**src/hdl/mvf_pkg.sv**
```systemverilog
// Package for max_value_frequency: item types, chain token and sizing constants.
// No dependencies; used by every module in hdl/.
package mvf_pkg;

    localparam int DISTINCT_ENTRIES = 64;
    localparam int MAX_SET_ITEMS    = 1024;
    localparam int ELEM_W           = 32;
    localparam int CNT_W            = $clog2(MAX_SET_ITEMS + 1);

    typedef struct packed {
        logic signed [ELEM_W-1:0] element;
        logic                     last_element;
    } in_item_t;

    typedef struct packed {
        logic [CNT_W-1:0] max_count;
        logic             overflow;
    } out_item_t;

    // Item as it travels down the cell chain.
    typedef struct packed {
        logic              valid;
        logic [ELEM_W-1:0] value;
        logic              last;
        logic              found;   // some cell matched or claimed the value
        logic              ovf;     // set length bound exceeded on entry
        logic [CNT_W-1:0]  count;   // entry count after this item, when found
    } token_t;

    function automatic logic [CNT_W-1:0] sat_inc(input logic [CNT_W-1:0] c);
        logic [CNT_W-1:0] lim;
        lim = CNT_W'(MAX_SET_ITEMS);
        return (c >= lim) ? lim : c + CNT_W'(1);
    endfunction

endpackage

```
**src/hdl/mvf_result.sv**
```systemverilog
// Chain tail: running maximum, overflow collection and output register.
// Depends on mvf_pkg.
module mvf_result (
    input  logic               clk,
    input  logic               rst_n,
    input  mvf_pkg::token_t    tok_in,
    output logic               advance,
    output logic               result_valid,
    input  logic               result_ready,
    output mvf_pkg::out_item_t result
);
    import mvf_pkg::*;

    logic [CNT_W-1:0] best_reg;
    logic             ovf_reg;
    logic             out_valid_reg;
    out_item_t        out_reg;

    logic [CNT_W-1:0] cnt;
    logic [CNT_W-1:0] best_next;
    logic             ovf_next;
    logic             emit;

    // hold the chain only when a finished set has nowhere to go
    assign advance   = !(tok_in.valid && tok_in.last && out_valid_reg && !result_ready);
    assign cnt       = tok_in.found ? tok_in.count : '0;
    assign best_next = (cnt > best_reg) ? cnt : best_reg;
    assign ovf_next  = ovf_reg || tok_in.ovf || !tok_in.found;
    assign emit      = advance && tok_in.valid && tok_in.last;

    always_ff @(posedge clk or negedge rst_n)
    begin
        if (!rst_n)
        begin
            best_reg      <= '0;
            ovf_reg       <= 1'b0;
            out_valid_reg <= 1'b0;
        end
        else
        begin
            if (advance && tok_in.valid)
            begin
                if (tok_in.last)
                begin
                    best_reg <= '0;
                    ovf_reg  <= 1'b0;
                end
                else
                begin
                    best_reg <= best_next;
                    ovf_reg  <= ovf_next;
                end
            end
            if (emit)
                out_valid_reg <= 1'b1;
            else if (result_ready)
                out_valid_reg <= 1'b0;
        end
    end

    always_ff @(posedge clk)
    begin
        if (emit)
        begin
            out_reg.max_count <= best_next;
            out_reg.overflow  <= ovf_next;
        end
    end

    assign result_valid = out_valid_reg;
    assign result       = out_reg;

endmodule

```
**config.mk**
```make
export PLATFORM = sky130hd
export DESIGN_NAME = mvf_result
export DESIGN_NICKNAME = d
export VERILOG_FILES = /design/src/hdl/mvf_pkg.sv /design/src/hdl/mvf_result.sv
export SDC_FILE = /design/constraint.sdc
export NUM_CORES = 1
export LEC_CHECK = 0
export BUFFER_PORTS_ARGS = -buffer_cell sky130_fd_sc_hd__clkbuf_2
export CAP_MARGIN = 20
export CORE_UTILIZATION = 45
export CTS_CLUSTER_SIZE = 30
export DETAILED_ROUTE_END_ITERATION = 16
export PLACE_DENSITY = 0.85
export SYNTH_ARGS = -nofsm -noshare
export SYNTH_HDL_FRONTEND = slang
export SYNTH_SLANG_ARGS = --single-unit
```
**constraint.sdc**
```tcl
create_clock -name clk -period 3 [get_ports clk]
set_clock_uncertainty 0.2 [all_clocks]
set_input_delay 0.6 -clock clk [delete_from_list [all_inputs] [get_ports clk]]
set_output_delay 0.6 -clock clk [all_outputs]
set_load 0.01 [all_outputs]
```
==> run_results.csv <==
group,metric,value,unit
outcome,status,"complete, no violations",
yosys,synth_ff_type,"dfrtp_1",
setup_path,crit_path_cell_trace,"clkbuf_2, and2_1, ha_1, a211oi_1, nor2_1, a2111oi_4, nor2_4, buf_4, mux2_4",
yosys,synthCells,137,
power_and_ir_drop,powerDensity,590.1,mW/mm²
floorplanning,design.die.area,0.003589,mm²
finish,syn2layout_area_growth,23.55,%
power_and_ir_drop,total_power,1100,µW
finish,drive_above_1_share,36.56,%
setup_path,crit_required,2890,ps
timing,fmax,363.7,MHz
global_routing,grt_antenna_before_repair,0,
route,avgViaCountPerCell,5.270,
place,io_buffers,31,
setup_path,r2r_start,"best_reg[8]$_DFFE_PN0P_",
worst_hold_path,min_from,"ovf_reg$_DFFE_PN0P_",
yosys,yosysSeqAreaShare,45.44,%
yosys,synth-simple-area-share,18.82,%
place,place.gp.congestion,0.7921,
timing,slew_headroom,62.51,%
yosys,ys_ff_latch,25,
worst_hold_path,min_delay_path_depth,2,
setup_path,crit_slowest_cell,"a2111oi_4",
yosys,synth_top_family_by_area,"simple AND/OR/NAND/NOR gates",
setup_path,path_max_fanout,12,
timing,tightest_slew,558.6,ps
setup_path,rrSetupSlack,460,ps
yosys,synth_adder_area_share,9.121,%
setup_path,critPathArrivalTime,2640,ps
setup_path,worstSetupPathType,"in -> reg",
floorplanning,num_rows,20,
timing,setup_viol,0,
yosys,synthXorXnorAreaFrac,0,%
setup_path,timing.rr.end,"result[10]$_DFFE_PP_",
clock_network,cts_tree,"yes",
setup_path,crit_path_start_kind,"input port",
global_routing,first_global_vias,1171,
yosys,netlist.area_leader.share,23.88,%
floorplanning,pin_count,64,
clock_network,cts-root-buf,"clkbuf_4",
yosys,yosys-top-cells-area,"edfxtp_1 24%, dfrtp_1 22%, ha_1 9.1%",
floorplanning,start_util,48.24,%
setup_path,startpoint,"tok_in[12]",
worst_hold_path,hold_class,"reg -> reg",
yosys,synth_compound_area_share,13.02,%
timing,hold_violations,0,
route,antenna_left,0,
finish,n_antenna_cell,0,
clock_network,clkSlewWorstSetupHoldPaths,130,ps
yosys,synth_edf_count,12,
global_routing,grt_max_degree,21,
floorplanning,design.core.area,0.003128,mm²
yosys,async_reset_ff_share,52.00,%
floorplanning,die_w,59.91,µm
finish,largest_reg_flops,12,
route,dr.pass1.iters,4,
clock_network,cts.htree.levels,1,
yosys,synth_common_cells,"13 x dfrtp_1, 13 x nand2_1, 12 x edfxtp_1, 12 x inv_1, 12 x nand3_1",
yosys,ys_types,35,
floorplanning,die_h,59.91,µm
yosys,syn_area,0.001509,mm²
setup_path,endpoint_kind,"flop",
place,dp.cells,225,
yosys,synth_mux_area_share,9.619,%
power_and_ir_drop,ir_drop,0.1870,mV
global_routing,grt_usage,18.46,%
clock_network,clockBufferDepth,2,
job,maxCapViolations,0,
clock_network,cts_buffers,3,
place,hpwl,2444,µm
yosys,synth_nets,198,
setup_path,slowest_delay,360,ps
route,dr.first_iter.drc_count,43,
yosys,yosysTopAreaCell,"edfxtp_1",
finish,final_cells,230,
timing,drv_slew,0,
timing,min_period,2749,ps
timing,finalCritPeriodShare,91.64,%
route,vias,1212,
clock_network,clk_latency,320,ps
worst_hold_path,hold_end,"ovf_reg$_DFFE_PN0P_",
setup_path,rr_worst_depth,8,
route,drc_errors,0,
timing,grt_setup_unrepaired,"false",
route,totalWireLength,3121,µm
clock_network,cts_sinks,25,
yosys,syn_avg_cell_area,11.01,µm²
global_routing,grt_pass1_wl,4878,µm
clock_network,post_cts_resized,0,
route,wl_per_cell,13.57,µm
global_routing,grt.overflow.total,0,
finish,nets,248,
yosys,synth_warnings,0,
power_and_ir_drop,p_leak,0.0008453,µW
-- through the flow --
step                hold slack [ps]  cell area (µm²)  TNS (ps)  worst slack [ps]  util [%]
floorplan                     104.4             1509         0             110.2         -
global placement              296.9             1828    -97.22            -16.89     58.44
detailed placement            324.1             1828     -1101            -98.95     58.44
CTS                           353.2             1864         0             250.2     59.60
global route                  371.4             1864         0             62.50     59.60
finish                        350.2             1864         0             250.8     59.60
-- power breakdown --
| group | total (µW) | switching (µW) | internal, µW |
|---|---|---|---|
| Clock | 153 | 101 | 52.1 |
| Sequential | 439 | 22.3 | 417 |
| Combinational | 508 | 254 | 253 |
-- routing by layer --
layer / track usage [%] / vias to the layer above / share of wire (%)
li1: - / 603 / -
met1: 21.17 / 577 / 42
met2: 33.81 / 28 / 53
met3: 1.948 / 4 / 3.2
met4: 8.970 / 0 / 1.4
met5: 0 / - / 0
-- logic make-up after synthesis --
| family | Yosys count |
|---|---|
| flip-flops | 25 |
| adder cells (fa/ha/maj) | 11 |
| multiplexers | 10 |
| buffers and inverters | 16 |
| AND/OR/NAND/NOR | 52 |
| AO/OA/AOI/OAI | 23 |
-- worst max-delay path: cells and delay by family --
kind            cells  cell delay (ps)
fa+ha+maj           1              320
buf+inv             2              360
compound gates      2              620
mux                 1              300
simple gates        3              440
-- cell usage in the layout, fill, tap and decap left out, types with 2 or more instances in the layout --
| cell type | instances |
|---|---|
| nor2_1 | 5 |
| buf_4 | 16 |
| edfxtp_1 | 12 |
| clkbuf_4 | 3 |
| nand4_1 | 2 |
| nor3_2 | 2 |
| a22oi_1 | 2 |
| nand2b_1 | 2 |
| o21ai_0 | 2 |
| ha_1 | 11 |
| a21oi_2 | 2 |
| mux2_4 | 9 |
| and2_1 | 9 |
| dfrtp_1 | 13 |
| nand2_1 | 13 |
| inv_1 | 12 |
| clkbuf_2 | 31 |
| o31ai_1 | 8 |
| nand3_1 | 12 |
-- worst max-delay path by stage --
stage | end | depth (start not counted)
detailed placement | result[10]$_DFFE_PP_ | 9
global route | best_reg[9]$_DFFE_PN0P_ | 10
CTS | result[10]$_DFFE_PP_ | 9
finish | result[10]$_DFFE_PP_ | 9
floorplan | result[10]$_DFFE_PP_ | 8
global placement | result[8]$_DFFE_PP_ | 9
-- what timing repair did --
action                    4_1_cts  5_1_grt
hold buffers                    1        0
hold endpoints to repair       13        0
setup buffers                   0        0
-- cell type report --
type	count	area (µm²)
timing repair buffer	48	285.3
clock buffer	4	26.28
inverter	13	48.80
sequential	25	685.7
fill	244	1264
tap	44	55.05
multi-input combinational	96	763.2
No activity file was read; power rests on OpenSTA's default activity.
