`src/hdl/mvf_pkg.sv`:
```
// Package for max_value_frequency: item types, chain token and sizing constants.
// No dependencies; used by every module in hdl/.
package mvf_pkg;

    localparam int DISTINCT_ENTRIES = 64;
    localparam int MAX_SET_ITEMS    = 1024;
    localparam int ELEM_W           = 32;
    localparam int CNT_W            = $clog2(MAX_SET_ITEMS + 1);

    typedef struct packed {
        logic signed [ELEM_W-1:0] element;
        logic                     last_element;
    } in_item_t;

    typedef struct packed {
        logic [CNT_W-1:0] max_count;
        logic             overflow;
    } out_item_t;

    // Item as it travels down the cell chain.
    typedef struct packed {
        logic              valid;
        logic [ELEM_W-1:0] value;
        logic              last;
        logic              found;   // some cell matched or claimed the value
        logic              ovf;     // set length bound exceeded on entry
        logic [CNT_W-1:0]  count;   // entry count after this item, when found
    } token_t;

    function automatic logic [CNT_W-1:0] sat_inc(input logic [CNT_W-1:0] c);
        logic [CNT_W-1:0] lim;
        lim = CNT_W'(MAX_SET_ITEMS);
        return (c >= lim) ? lim : c + CNT_W'(1);
    endfunction

endpackage

```
`src/hdl/mvf_cell.sv`:
```
// One table entry of the distinct-value chain, with its token stage.
// Depends on mvf_pkg.
module mvf_cell (
    input  logic            clk,
    input  logic            rst_n,
    input  logic            advance,
    input  mvf_pkg::token_t tok_in,
    output mvf_pkg::token_t tok_out
);
    import mvf_pkg::*;

    logic              used_reg;
    logic [ELEM_W-1:0] value_reg;
    logic [CNT_W-1:0]  count_reg;
    token_t            tok_reg;

    logic             hit;
    logic             claim;
    logic [CNT_W-1:0] count_next;
    token_t           tok_next;

    assign hit        = tok_in.valid && !tok_in.found && used_reg
                        && (value_reg == tok_in.value);
    assign claim      = tok_in.valid && !tok_in.found && !used_reg;
    assign count_next = hit ? sat_inc(count_reg) : CNT_W'(1);

    always_comb
    begin
        tok_next = tok_in;
        if (hit || claim)
        begin
            tok_next.found = 1'b1;
            tok_next.count = count_next;
        end
    end

    always_ff @(posedge clk or negedge rst_n)
    begin
        if (!rst_n)
        begin
            used_reg      <= 1'b0;
            tok_reg.valid <= 1'b0;
        end
        else if (advance)
        begin
            tok_reg <= tok_next;
            // the last item of a set clears the entry behind itself
            if (tok_in.valid && tok_in.last)
                used_reg <= 1'b0;
            else if (claim)
                used_reg <= 1'b1;
        end
    end

    always_ff @(posedge clk)
    begin
        if (advance && (hit || claim))
            count_reg <= count_next;
        if (advance && claim)
            value_reg <= tok_in.value;
    end

    assign tok_out = tok_reg;

endmodule

```
`config.mk`:
```
export PLATFORM = sky130hd
export DESIGN_NAME = mvf_cell
export DESIGN_NICKNAME = d
export VERILOG_FILES = /design/src/hdl/mvf_pkg.sv /design/src/hdl/mvf_cell.sv
export SDC_FILE = /design/constraint.sdc
export NUM_CORES = 1
export LEC_CHECK = 0
export BUFFER_PORTS_ARGS = -buffer_cell sky130_fd_sc_hd__buf_2
export CAP_MARGIN = 30
export CELL_PAD_IN_SITES_DETAIL_PLACEMENT = 0
export CELL_PAD_IN_SITES_GLOBAL_PLACEMENT = 1
export CORE_AREA = 5 5 117 119
export CTS_BUF_LIST = sky130_fd_sc_hd__clkbuf_4 sky130_fd_sc_hd__clkbuf_8
export CTS_CLUSTER_DIAMETER = 40
export DETAILED_ROUTE_END_ITERATION = 8
export DIE_AREA = 0 0 122 124
export PLACE_DENSITY = 0.65
export SETUP_SLACK_MARGIN = 0.5
export SLEW_MARGIN = 20
export SYNTH_ARGS = -nofsm -noshare
export SYNTH_HDL_FRONTEND = slang
export SYNTH_SLANG_ARGS = --single-unit
```
`constraint.sdc`:
```
create_clock -name clk -period 2.11 [get_ports clk]
set_input_delay 0.3165 -clock clk [delete_from_list [all_inputs] [get_ports clk]]
set_output_delay 0.3165 -clock clk [all_outputs]
set_load 0.02 [all_outputs]
```
==> flow_summary.html, run 1 <==
<table>
<tr><th>Metric</th><th>Value</th></tr>
<tr><th colspan="2">Setup path</th></tr>
<tr><td>Worst Path Arrival</td><td>2070 ps</td></tr>
<tr><td>Register-to-Register Path Depth</td><td>5</td></tr>
<tr><td>Endpoint of the lowest-slack register-to-register path</td><td>tok_out[0]</td></tr>
<tr><td>Type of origin of the critical path</td><td>flop</td></tr>
<tr><td>Critical path class</td><td>flop to flop</td></tr>
<tr><td>WP data required</td><td>2230 ps</td></tr>
<tr><td>Reg2Reg Setup Slack</td><td>170 ps</td></tr>
<tr><td>Launch point of the worst reg-to-reg path</td><td>value_reg[5]</td></tr>
<tr><td>Highest net fanout along the worst path</td><td>4</td></tr>
<tr><td>Worst setup EP type</td><td>flop</td></tr>
<tr><th colspan="2">Status</th></tr>
<tr><td>Run status</td><td>complete, no violations</td></tr>
<tr><th colspan="2">Finish</th></tr>
<tr><td>Fraction of final layout cells with drive strength greater than 1</td><td>0.3926</td></tr>
<tr><td>Number of inserted diodes</td><td>0</td></tr>
<tr><td>Area delta synth-&gt;final</td><td>29.23%</td></tr>
<tr><td>Area taken by multi-input logic gates</td><td>847.1 µm²</td></tr>
<tr><td>Total area of sequential cells</td><td>2723 µm²</td></tr>
<tr><td>Max reg flops</td><td>47</td></tr>
<tr><td>Most frequent standard cell in the layout excluding fill and tap cells</td><td>buf_2</td></tr>
<tr><td>Fill cell instance count of the final layout</td><td>1228</td></tr>
<tr><td>Fin nets</td><td>398</td></tr>
<tr><td>Most frequent cells in the layout</td><td>buf_2, edfxtp_1, xnor2_1</td></tr>
<tr><td>Number of standard cells in the layout, taps in and fillers out</td><td>521</td></tr>
<tr><th colspan="2">STA</th></tr>
<tr><td>Final Critical Period</td><td>1944 ps</td></tr>
<tr><td>Final setup viols</td><td>0</td></tr>
<tr><td>Maximum frequency from static timing analysis</td><td>514.4 MHz</td></tr>
<tr><td>Sum of negative setup slack</td><td>0 ps</td></tr>
<tr><td>Headroom to the max-slew limit</td><td>0.7715</td></tr>
<tr><td>Layout Skew</td><td>12.33 ps</td></tr>
<tr><td>Final Cycle Share</td><td>0.9214</td></tr>
<tr><td>Unrepaired setup endpoints after global routing</td><td>true</td></tr>
<tr><td>Hold Vio Cnt, Final</td><td>0</td></tr>
<tr><td>Hold Slack</td><td>131.6 ps</td></tr>
<tr><td>Final number of max-transition violations</td><td>0</td></tr>
<tr><td>Slew at the pin with the worst max-slew slack</td><td>342.8 ps</td></tr>
<tr><th colspan="2">Die</th></tr>
<tr><td>Initial Util</td><td>0.2919</td></tr>
<tr><td>Die Width</td><td>122 µm</td></tr>
<tr><td>Vert. Die Dim</td><td>124 µm</td></tr>
<tr><td>Core box area</td><td>12470 µm²</td></tr>
<tr><td>Std-Cell Rows</td><td>41</td></tr>
<tr><td>Top-Level Pins</td><td>97</td></tr>
<tr><td>Die ar.</td><td>15130 µm²</td></tr>
<tr><th colspan="2">Clocking</th></tr>
<tr><td>Clock sinks</td><td>91</td></tr>
<tr><td>CTS tree</td><td>yes</td></tr>
<tr><td>Worst-Skew Late Latency</td><td>370 ps</td></tr>
<tr><td>Root buffer cell</td><td>clkbuf_8</td></tr>
<tr><td>Clk slew on worst S/H paths</td><td>90 ps</td></tr>
<tr><td>Total clock buffers created by CTS</td><td>9</td></tr>
<tr><td>Number of levels in the clock H-tree</td><td>3</td></tr>
<tr><td>Clock tree buffer depth</td><td>2</td></tr>
<tr><th colspan="2">Drt</th></tr>
<tr><td>Final Routed Wirelength</td><td>7970 µm</td></tr>
<tr><td>Initial DRC Count</td><td>96</td></tr>
<tr><td>Drc violations</td><td>0</td></tr>
<tr><td>Per-cell via count in the routed design</td><td>4.274</td></tr>
<tr><td>Routed wire length per instance</td><td>15.30 µm</td></tr>
<tr><td>Total via count in the routed design</td><td>2227</td></tr>
<tr><td>Post-route ant nets</td><td>0</td></tr>
<tr><td>Count of TritonRoute iterations in the first routing pass</td><td>4</td></tr>
<tr><th colspan="2">Synthesis</th></tr>
<tr><td>Cell types occupying the most area after synthesis</td><td>edfxtp_1, xnor2_1, nand4_1</td></tr>
<tr><td>Synth Net Count</td><td>278</td></tr>
<tr><td>Yosys cell types</td><td>34</td></tr>
<tr><td>Post-Syn Area</td><td>3638 µm²</td></tr>
<tr><td>Number of synthesized register bits</td><td>91</td></tr>
<tr><td>Part of the Yosys area used for sequential elements</td><td>0.7483</td></tr>
<tr><td>Number of enable-type register cells in the synthesized netlist</td><td>89</td></tr>
<tr><td>Number of synthesis warnings</td><td>0</td></tr>
<tr><td>Async set-or-reset flop fraction in the synthesized netlist</td><td>0.02198</td></tr>
<tr><td>Leading area contributor after synthesis</td><td>edfxtp_1</td></tr>
<tr><td>Synth Area per Inst</td><td>16.10 µm²</td></tr>
<tr><td>Area share of the largest cell type after synthesis</td><td>0.7345</td></tr>
<tr><td>Most frequently used flop master after synthesis</td><td>edfxtp_1</td></tr>
<tr><td>Cells after synthesis</td><td>226</td></tr>
<tr><th colspan="2">Global routing</th></tr>
<tr><td>Total track usage</td><td>0.1101</td></tr>
<tr><td>Number of antenna violations at the first check in global routing</td><td>1</td></tr>
<tr><td>Wire length of the first global-routing pass</td><td>12250 µm</td></tr>
<tr><td>Pin count of the biggest net entering global routing</td><td>25</td></tr>
<tr><td>Vias in the first global route</td><td>2304</td></tr>
<tr><td>Total grt overflow</td><td>0</td></tr>
<tr><th colspan="2">Power</th></tr>
<tr><td>Internal Dissipation</td><td>2.777 mW</td></tr>
<tr><td>NetSw</td><td>0.8227 mW</td></tr>
<tr><td>Portion of total power attributed to sequential cells</td><td>0.584</td></tr>
<tr><td>PD cells</td><td>765.6 nW/µm²</td></tr>
<tr><td>Combinational Power Share</td><td>0.099</td></tr>
<tr><td>Standby leakage power</td><td>1.827 nW</td></tr>
<tr><td>Fraction of power spent switching nets</td><td>0.2285</td></tr>
<tr><td>Max IR drop VDD</td><td>0.0003245 V</td></tr>
<tr><td>Clock power frac</td><td>0.316</td></tr>
<tr><th colspan="2">Min path</th></tr>
<tr><td>Worst min-delay path startpoint</td><td>tok_in[11]</td></tr>
<tr><td>Hold Path Depth</td><td>1</td></tr>
<tr><td>Worst Hold Path EP</td><td>tok_out[11]</td></tr>
<tr><td>Class of the tightest hold or removal check</td><td>input port to flop</td></tr>
<tr><th colspan="2">Placement</th></tr>
<tr><td>Total of buffers placed on input and output ports</td><td>96</td></tr>
<tr><td>Final HPWL DP</td><td>5554 µm</td></tr>
<tr><td>Placed instance count</td><td>500</td></tr>
<tr><td>Weighted congestion at the end of routability-driven global placement</td><td>0.7201</td></tr>
<tr><th colspan="2">Job</th></tr>
<tr><td>Number of maximum-capacitance constraint violations</td><td>0</td></tr>
</table>
-- logic make-up after synthesis --
kind of cell,Yosys count,share of synthesized area
DFF,91,0.7483
and+or+nand+nor,58,0.09560
xor gates and xnor gates,36,0.08872
buffers and inverters,19,0.02475
AOI/OAI and AO/OA,18,0.02992
muxes,2,0.005846
adders and majority gates,2,0.006876
-- routing by layer --
| metal | GRT usage | wire [µm] | up-vias |
|---|---|---|---|
| met4 | 0.06092 | 135 | 2 |
| met5 | 0 | 13 | - |
| met1 | 0.1414 | 3530 | 1072 |
| li1 | - | - | 1074 |
| met2 | 0.1644 | 3721 | 66 |
| met3 | 0.03633 | 568 | 13 |
-- worst max-delay path: stages (launching register included) --
cell      delay, ps
edfxtp_1        400
xnor2_1         150
nand4_1         180
nor4_4          350
and4_4          300
mux2_1          330
-- cell type report --
type                       count  area share
sequential                    91      0.5790
multi-input combinational    116      0.1801
timing repair buffer         112      0.1434
tap                          172     0.04577
clock buffer                  11     0.02954
inverter                      16     0.01330
clock inverter                 3    0.008781
-- power groups by stage --
stage / sequential, mW / clock, mW / combinational (mW)
6_report: 2.10 / 1.14 / 0.358
5_1_grt: 2.11 / 1.27 / 0.393
4_1_cts: 2.10 / 1.20 / 0.365
3_5_place_dp: 2.14 / 0 / 0.347
3_3_place_gp: 2.14 / 0 / 0.341
2_1_floorplan: 2.22 / 0 / 0.108
-- stage by stage --
| stage | utilization | area [µm²] | setup WS [ps] | power (mW) |
|---|---|---|---|---|
| 3_3_place_gp | 0.3526 | 4395 | 51.34 | 2.484 |
| 6_report | 0.3772 | 4702 | 165.9 | 3.600 |
| 4_1_cts | 0.3759 | 4686 | 127.7 | 3.671 |
| 5_1_grt | 0.3772 | 4702 | 54.25 | 3.775 |
| 3_5_place_dp | 0.3526 | 4395 | 21.67 | 2.492 |
| 2_1_floorplan | - | 3650 | 23.69 | 2.326 |
-- synthesized netlist by cell type (3+ instances only) --
| cell | n |
|---|---|
| edfxtp_1 | 89 |
| xnor2_1 | 28 |
| inv_1 | 15 |
| nand2_1 | 15 |
| nand4_1 | 15 |
| o21ai_1 | 11 |
| xor2_1 | 7 |
| nor2_1 | 5 |
| nand3_1 | 4 |
| nor3_1 | 4 |
| nand2b_1 | 3 |
-- worst max path at each step --
stage | from | end | cells past startpoint
after floorplan | value_reg[19] | count_reg[0] | 7
after global placement | tok_in[19] | tok_out[0] | 6
after detailed placement | tok_in[19] | tok_out[0] | 6
after CTS | value_reg[27] | tok_out[0] | 5
after global routing | value_reg[5] | count_reg[5] | 5
final | value_reg[5] | tok_out[0] | 5
-- repair_timing --
| item | 4_1_cts | 5_1_grt |
|---|---|---|
| gates cloned | 3 | 0 |
| buffers inserted | 2 | 1 |
| hold endpoints to repair | 2 | 0 |
| endpoints found under the setup margin | 66 | 50 |
| hold buffers | 1 | 0 |
| resized for setup | 8 | 5 |
| pin swaps | 3 | 1 |
Power figures use the tool's default switching activity.
==> run 2, diff against run 1 <==
--- a/config.mk
+++ b/config.mk
@@ -9,12 +9,12 @@
 export CAP_MARGIN = 30
 export CELL_PAD_IN_SITES_DETAIL_PLACEMENT = 0
 export CELL_PAD_IN_SITES_GLOBAL_PLACEMENT = 1
-export CORE_AREA = 5 5 117 119
+export CORE_AREA = 5 5 102 104
 export CTS_BUF_LIST = sky130_fd_sc_hd__clkbuf_4 sky130_fd_sc_hd__clkbuf_8
-export CTS_CLUSTER_DIAMETER = 40
+export CTS_CLUSTER_DIAMETER = 30
 export DETAILED_ROUTE_END_ITERATION = 8
-export DIE_AREA = 0 0 122 124
-export PLACE_DENSITY = 0.65
+export DIE_AREA = 0 0 107 109
+export PLACE_DENSITY = 0.81
 export SETUP_SLACK_MARGIN = 0.5
 export SLEW_MARGIN = 20
 export SYNTH_ARGS = -nofsm -noshare
==> flow_summary.html, run 2 (synthesized netlist as in run 1, its figures left out) <==
<table>
<tr><th>Metric</th><th>Value</th></tr>
<tr><th colspan="2">Status</th></tr>
<tr><td>Run status</td><td>complete, no violations (unchanged)</td></tr>
<tr><th colspan="2">Clocking</th></tr>
<tr><td>Root buffer cell</td><td>clkbuf_8 (unchanged)</td></tr>
<tr><td>Clock tree buffer depth</td><td>2 (unchanged)</td></tr>
<tr><td>Number of levels in the clock H-tree</td><td>3 (unchanged)</td></tr>
<tr><td>CTS tree</td><td>yes (unchanged)</td></tr>
<tr><td>Clock sinks</td><td>91 (unchanged)</td></tr>
<tr><td>Total clock buffers created by CTS</td><td>9 (unchanged)</td></tr>
<tr><td>Clk slew on worst S/H paths</td><td>90 ps (about the same)</td></tr>
<tr><td>Worst-Skew Late Latency</td><td>360 ps (was 370 ps)</td></tr>
<tr><th colspan="2">Global routing</th></tr>
<tr><td>Total grt overflow</td><td>0 (unchanged)</td></tr>
<tr><td>Global routing met3 resource utilization</td><td>0.04263 (was 0.03633)</td></tr>
<tr><td>M1 GR Usage</td><td>0.1769 (was 0.1414)</td></tr>
<tr><td>Layer carrying the most global-route usage</td><td>met2 (unchanged)</td></tr>
<tr><td>Number of antenna violations at the first check in global routing</td><td>1 (unchanged)</td></tr>
<tr><td>Pin count of the biggest net entering global routing</td><td>25 (unchanged)</td></tr>
<tr><td>Total track usage</td><td>0.1349 (was 0.1101)</td></tr>
<tr><td>Vias in the first global route</td><td>2212 (was 2304)</td></tr>
<tr><td>Wire length of the first global-routing pass</td><td>11550 µm (was 12250 µm)</td></tr>
<tr><td>Met2 track utilization from global routing</td><td>0.2037 (was 0.1644)</td></tr>
<tr><th colspan="2">STA</th></tr>
<tr><td>Final number of max-transition violations</td><td>0 (unchanged)</td></tr>
<tr><td>Final setup viols</td><td>0 (unchanged)</td></tr>
<tr><td>Final Critical Period</td><td>1959 ps (was 1944 ps)</td></tr>
<tr><td>Slew at the pin with the worst max-slew slack</td><td>377.2 ps (was 342.8 ps)</td></tr>
<tr><td>Maximum frequency from static timing analysis</td><td>510.4 MHz (was 514.4 MHz)</td></tr>
<tr><td>Headroom to the max-slew limit</td><td>0.7474 (was 0.7715)</td></tr>
<tr><td>Layout Skew</td><td>7.978 ps (was 12.33 ps)</td></tr>
<tr><td>Unrepaired setup endpoints after global routing</td><td>true (unchanged)</td></tr>
<tr><td>Hold Vio Cnt, Final</td><td>0 (unchanged)</td></tr>
<tr><td>Final Cycle Share</td><td>0.9285 (was 0.9214)</td></tr>
<tr><td>Hold Slack</td><td>125.7 ps (was 131.6 ps)</td></tr>
<tr><th colspan="2">Power</th></tr>
<tr><td>PD cells</td><td>783.0 nW/µm² (was 765.6 nW/µm²)</td></tr>
<tr><td>NetSw</td><td>0.8521 mW (was 0.8227 mW)</td></tr>
<tr><td>Portion of total power attributed to sequential cells</td><td>0.583 (was 0.584)</td></tr>
<tr><td>Max IR drop VDD</td><td>0.0003594 V (was 0.0003245 V)</td></tr>
<tr><td>Standby leakage power</td><td>1.821 nW (was 1.827 nW)</td></tr>
<tr><td>Combinational Power Share</td><td>0.096 (was 0.099)</td></tr>
<tr><td>Internal Dissipation</td><td>2.751 mW (was 2.777 mW)</td></tr>
<tr><td>Clock power frac</td><td>0.321 (was 0.316)</td></tr>
<tr><td>Fraction of power spent switching nets</td><td>0.2365 (was 0.2285)</td></tr>
<tr><th colspan="2">Finish</th></tr>
<tr><td>Area delta synth-&gt;final</td><td>26.48% (was 29.23%)</td></tr>
<tr><td>Max reg flops</td><td>47 (unchanged)</td></tr>
<tr><td>Most frequent standard cell in the layout excluding fill and tap cells</td><td>buf_2 (unchanged)</td></tr>
<tr><td>Fill cell instance count of the final layout</td><td>842 (was 1228)</td></tr>
<tr><td>Most frequent cells in the layout</td><td>buf_2, edfxtp_1, xnor2_1 (unchanged)</td></tr>
<tr><td>Number of inserted diodes</td><td>0 (unchanged)</td></tr>
<tr><td>Fraction of final layout cells with drive strength greater than 1</td><td>0.4017 (was 0.3926)</td></tr>
<tr><td>Area taken by multi-input logic gates</td><td>885.9 µm² (was 847.1 µm²)</td></tr>
<tr><td>Fin nets</td><td>398 (unchanged)</td></tr>
<tr><td>Total area of sequential cells</td><td>2723 µm² (unchanged)</td></tr>
<tr><td>Number of standard cells in the layout, taps in and fillers out</td><td>465 (was 521)</td></tr>
<tr><th colspan="2">Die</th></tr>
<tr><td>Std-Cell Rows</td><td>36 (was 41)</td></tr>
<tr><td>Die ar.</td><td>11660 µm² (was 15130 µm²)</td></tr>
<tr><td>Vert. Die Dim</td><td>109 µm (was 124 µm)</td></tr>
<tr><td>Die Width</td><td>107 µm (was 122 µm)</td></tr>
<tr><td>Top-Level Pins</td><td>97 (unchanged)</td></tr>
<tr><td>Core box area</td><td>9459 µm² (was 12470 µm²)</td></tr>
<tr><td>Initial Util</td><td>0.3847 (was 0.2919)</td></tr>
<tr><th colspan="2">Setup path</th></tr>
<tr><td>Cell family contributing the most delay on the critical path</td><td>simple AND/OR/NAND/NOR gates (unchanged)</td></tr>
<tr><td>Worst Path Arrival</td><td>2080 ps (was 2070 ps)</td></tr>
<tr><td>Worst setup EP type</td><td>flop (unchanged)</td></tr>
<tr><td>Buf/Inv on CP</td><td>0 (unchanged)</td></tr>
<tr><td>Highest net fanout along the worst path</td><td>5 (was 4)</td></tr>
<tr><td>Critical path class</td><td>flop to flop (unchanged)</td></tr>
<tr><td>WP data required</td><td>2230 ps (about the same)</td></tr>
<tr><td>Delay of the slowest cell on the worst path</td><td>400 ps (about the same)</td></tr>
<tr><td>Crit path cell chain</td><td>xnor2_1, nand4_1, nor4_4, and4_4, mux2_4 (was xnor2_1, nand4_1, nor4_4, and4_4, mux2_1)</td></tr>
<tr><td>Type of origin of the critical path</td><td>flop (unchanged)</td></tr>
<tr><td>Slowest-stage cell, CP</td><td>edfxtp_1 (unchanged)</td></tr>
<tr><th colspan="2">Placement</th></tr>
<tr><td>Final HPWL DP</td><td>5257 µm (was 5554 µm)</td></tr>
<tr><td>Weighted congestion at the end of routability-driven global placement</td><td>0.7944 (was 0.7201)</td></tr>
<tr><td>Placed instance count</td><td>441 (was 500)</td></tr>
<tr><td>Total of buffers placed on input and output ports</td><td>96 (unchanged)</td></tr>
<tr><th colspan="2">Drt</th></tr>
<tr><td>Per-cell via count in the routed design</td><td>4.806 (was 4.274)</td></tr>
<tr><td>Total via count in the routed design</td><td>2235 (was 2227)</td></tr>
<tr><td>Post-route ant nets</td><td>0 (unchanged)</td></tr>
<tr><td>Drc violations</td><td>0 (unchanged)</td></tr>
<tr><td>Initial DRC Count</td><td>64 (was 96)</td></tr>
<tr><td>Count of TritonRoute iterations in the first routing pass</td><td>4 (unchanged)</td></tr>
<tr><td>Routed wire length per instance</td><td>16.55 µm (was 15.30 µm)</td></tr>
<tr><td>Final Routed Wirelength</td><td>7698 µm (was 7970 µm)</td></tr>
<tr><th colspan="2">Job</th></tr>
<tr><td>Number of maximum-capacitance constraint violations</td><td>0 (unchanged)</td></tr>
<tr><th colspan="2">Min path</th></tr>
<tr><td>Class of the tightest hold or removal check</td><td>input port to flop (unchanged)</td></tr>
</table>
## run 2: cell count changes in the layout (fill, tap and decap cells not counted), sizes merged
cell / before / now
and2: 2 / 5
clkinvlp: 1 / 0
buf: 111 / 108
clkinv: 1 / 6
clkbuf: 11 / 9
## run 2: per-layer routing
| metal | share of wire | wire (µm) |
|---|---|---|
| met4 | 0.023 | 174 |
| met5 | 0.00091 | 7 |
| met2 | 0.46 | 3539 |
| met3 | 0.071 | 545 |
| met1 | 0.45 | 3431 |
## run 2: final cells by class
cell class | count | area share
Sequential cell | 91 | 0.5916
Clock inverter | 7 | 0.01495
Multi-Input combinational cell | 119 | 0.1925
Clock buffer | 9 | 0.02692
Inverter | 16 | 0.01359
Tap cell | 114 | 0.03100
Timing Repair Buffer | 109 | 0.1294
## run 2: power by group through the flow
stage          combinational [mW]  sequential (mW)  clock, mW
4_1_cts                     0.350             2.10       1.20
3_3_place_gp                0.331             2.14          0
3_5_place_dp                0.340             2.14          0
6_report                    0.346             2.10       1.16
2_1_floorplan               0.108             2.22          0
5_1_grt                     0.376             2.11       1.29
## run 2: metrics by stage
step	instance area [µm²]	power [mW]	setup TNS, ps	util	worst slack, ps
floorplan	3650	2.326	0	-	23.69
finish	4602	3.603	0	0.4865	150.8
global route	4602	3.778	0	0.4865	36.17
CTS	4576	3.657	0	0.4837	131.7
detailed placement	4303	2.485	-5.738	0.4549	-5.738
global placement	4303	2.473	0	0.4549	28.62
## run 2: worst paths after layout
path,startpoint,to,slack [ps],depth (start not counted)
min in group asynchronous,rst_n,tok_out[46],270,2
max reg2reg,value_reg[6],tok_out[0],150,5
max in group asynchronous,rst_n,used_reg,1740,2
min,tok_in[11],tok_out[11],130,1
max,value_reg[6],tok_out[0],150,5
min reg2reg,tok_out[46],tok_out[46],540,2
## run 2: worst reg2reg max path: stages (launching register included)
cell	delay (ps)
edfxtp_1	400
xnor2_1	170
nand4_1	190
nor4_4	350
and4_4	310
mux2_4	300
## run 2: what timing repair did
item / CTS / global route
hold buffers: 1 / 0
endpoints found under the hold margin: 2 / 0
setup endpoints to repair: 66 / 50
buffers inserted: 2 / 1
resized for setup: 8 / 6
cloned: 4 / 0
pin swaps: 3 / 3
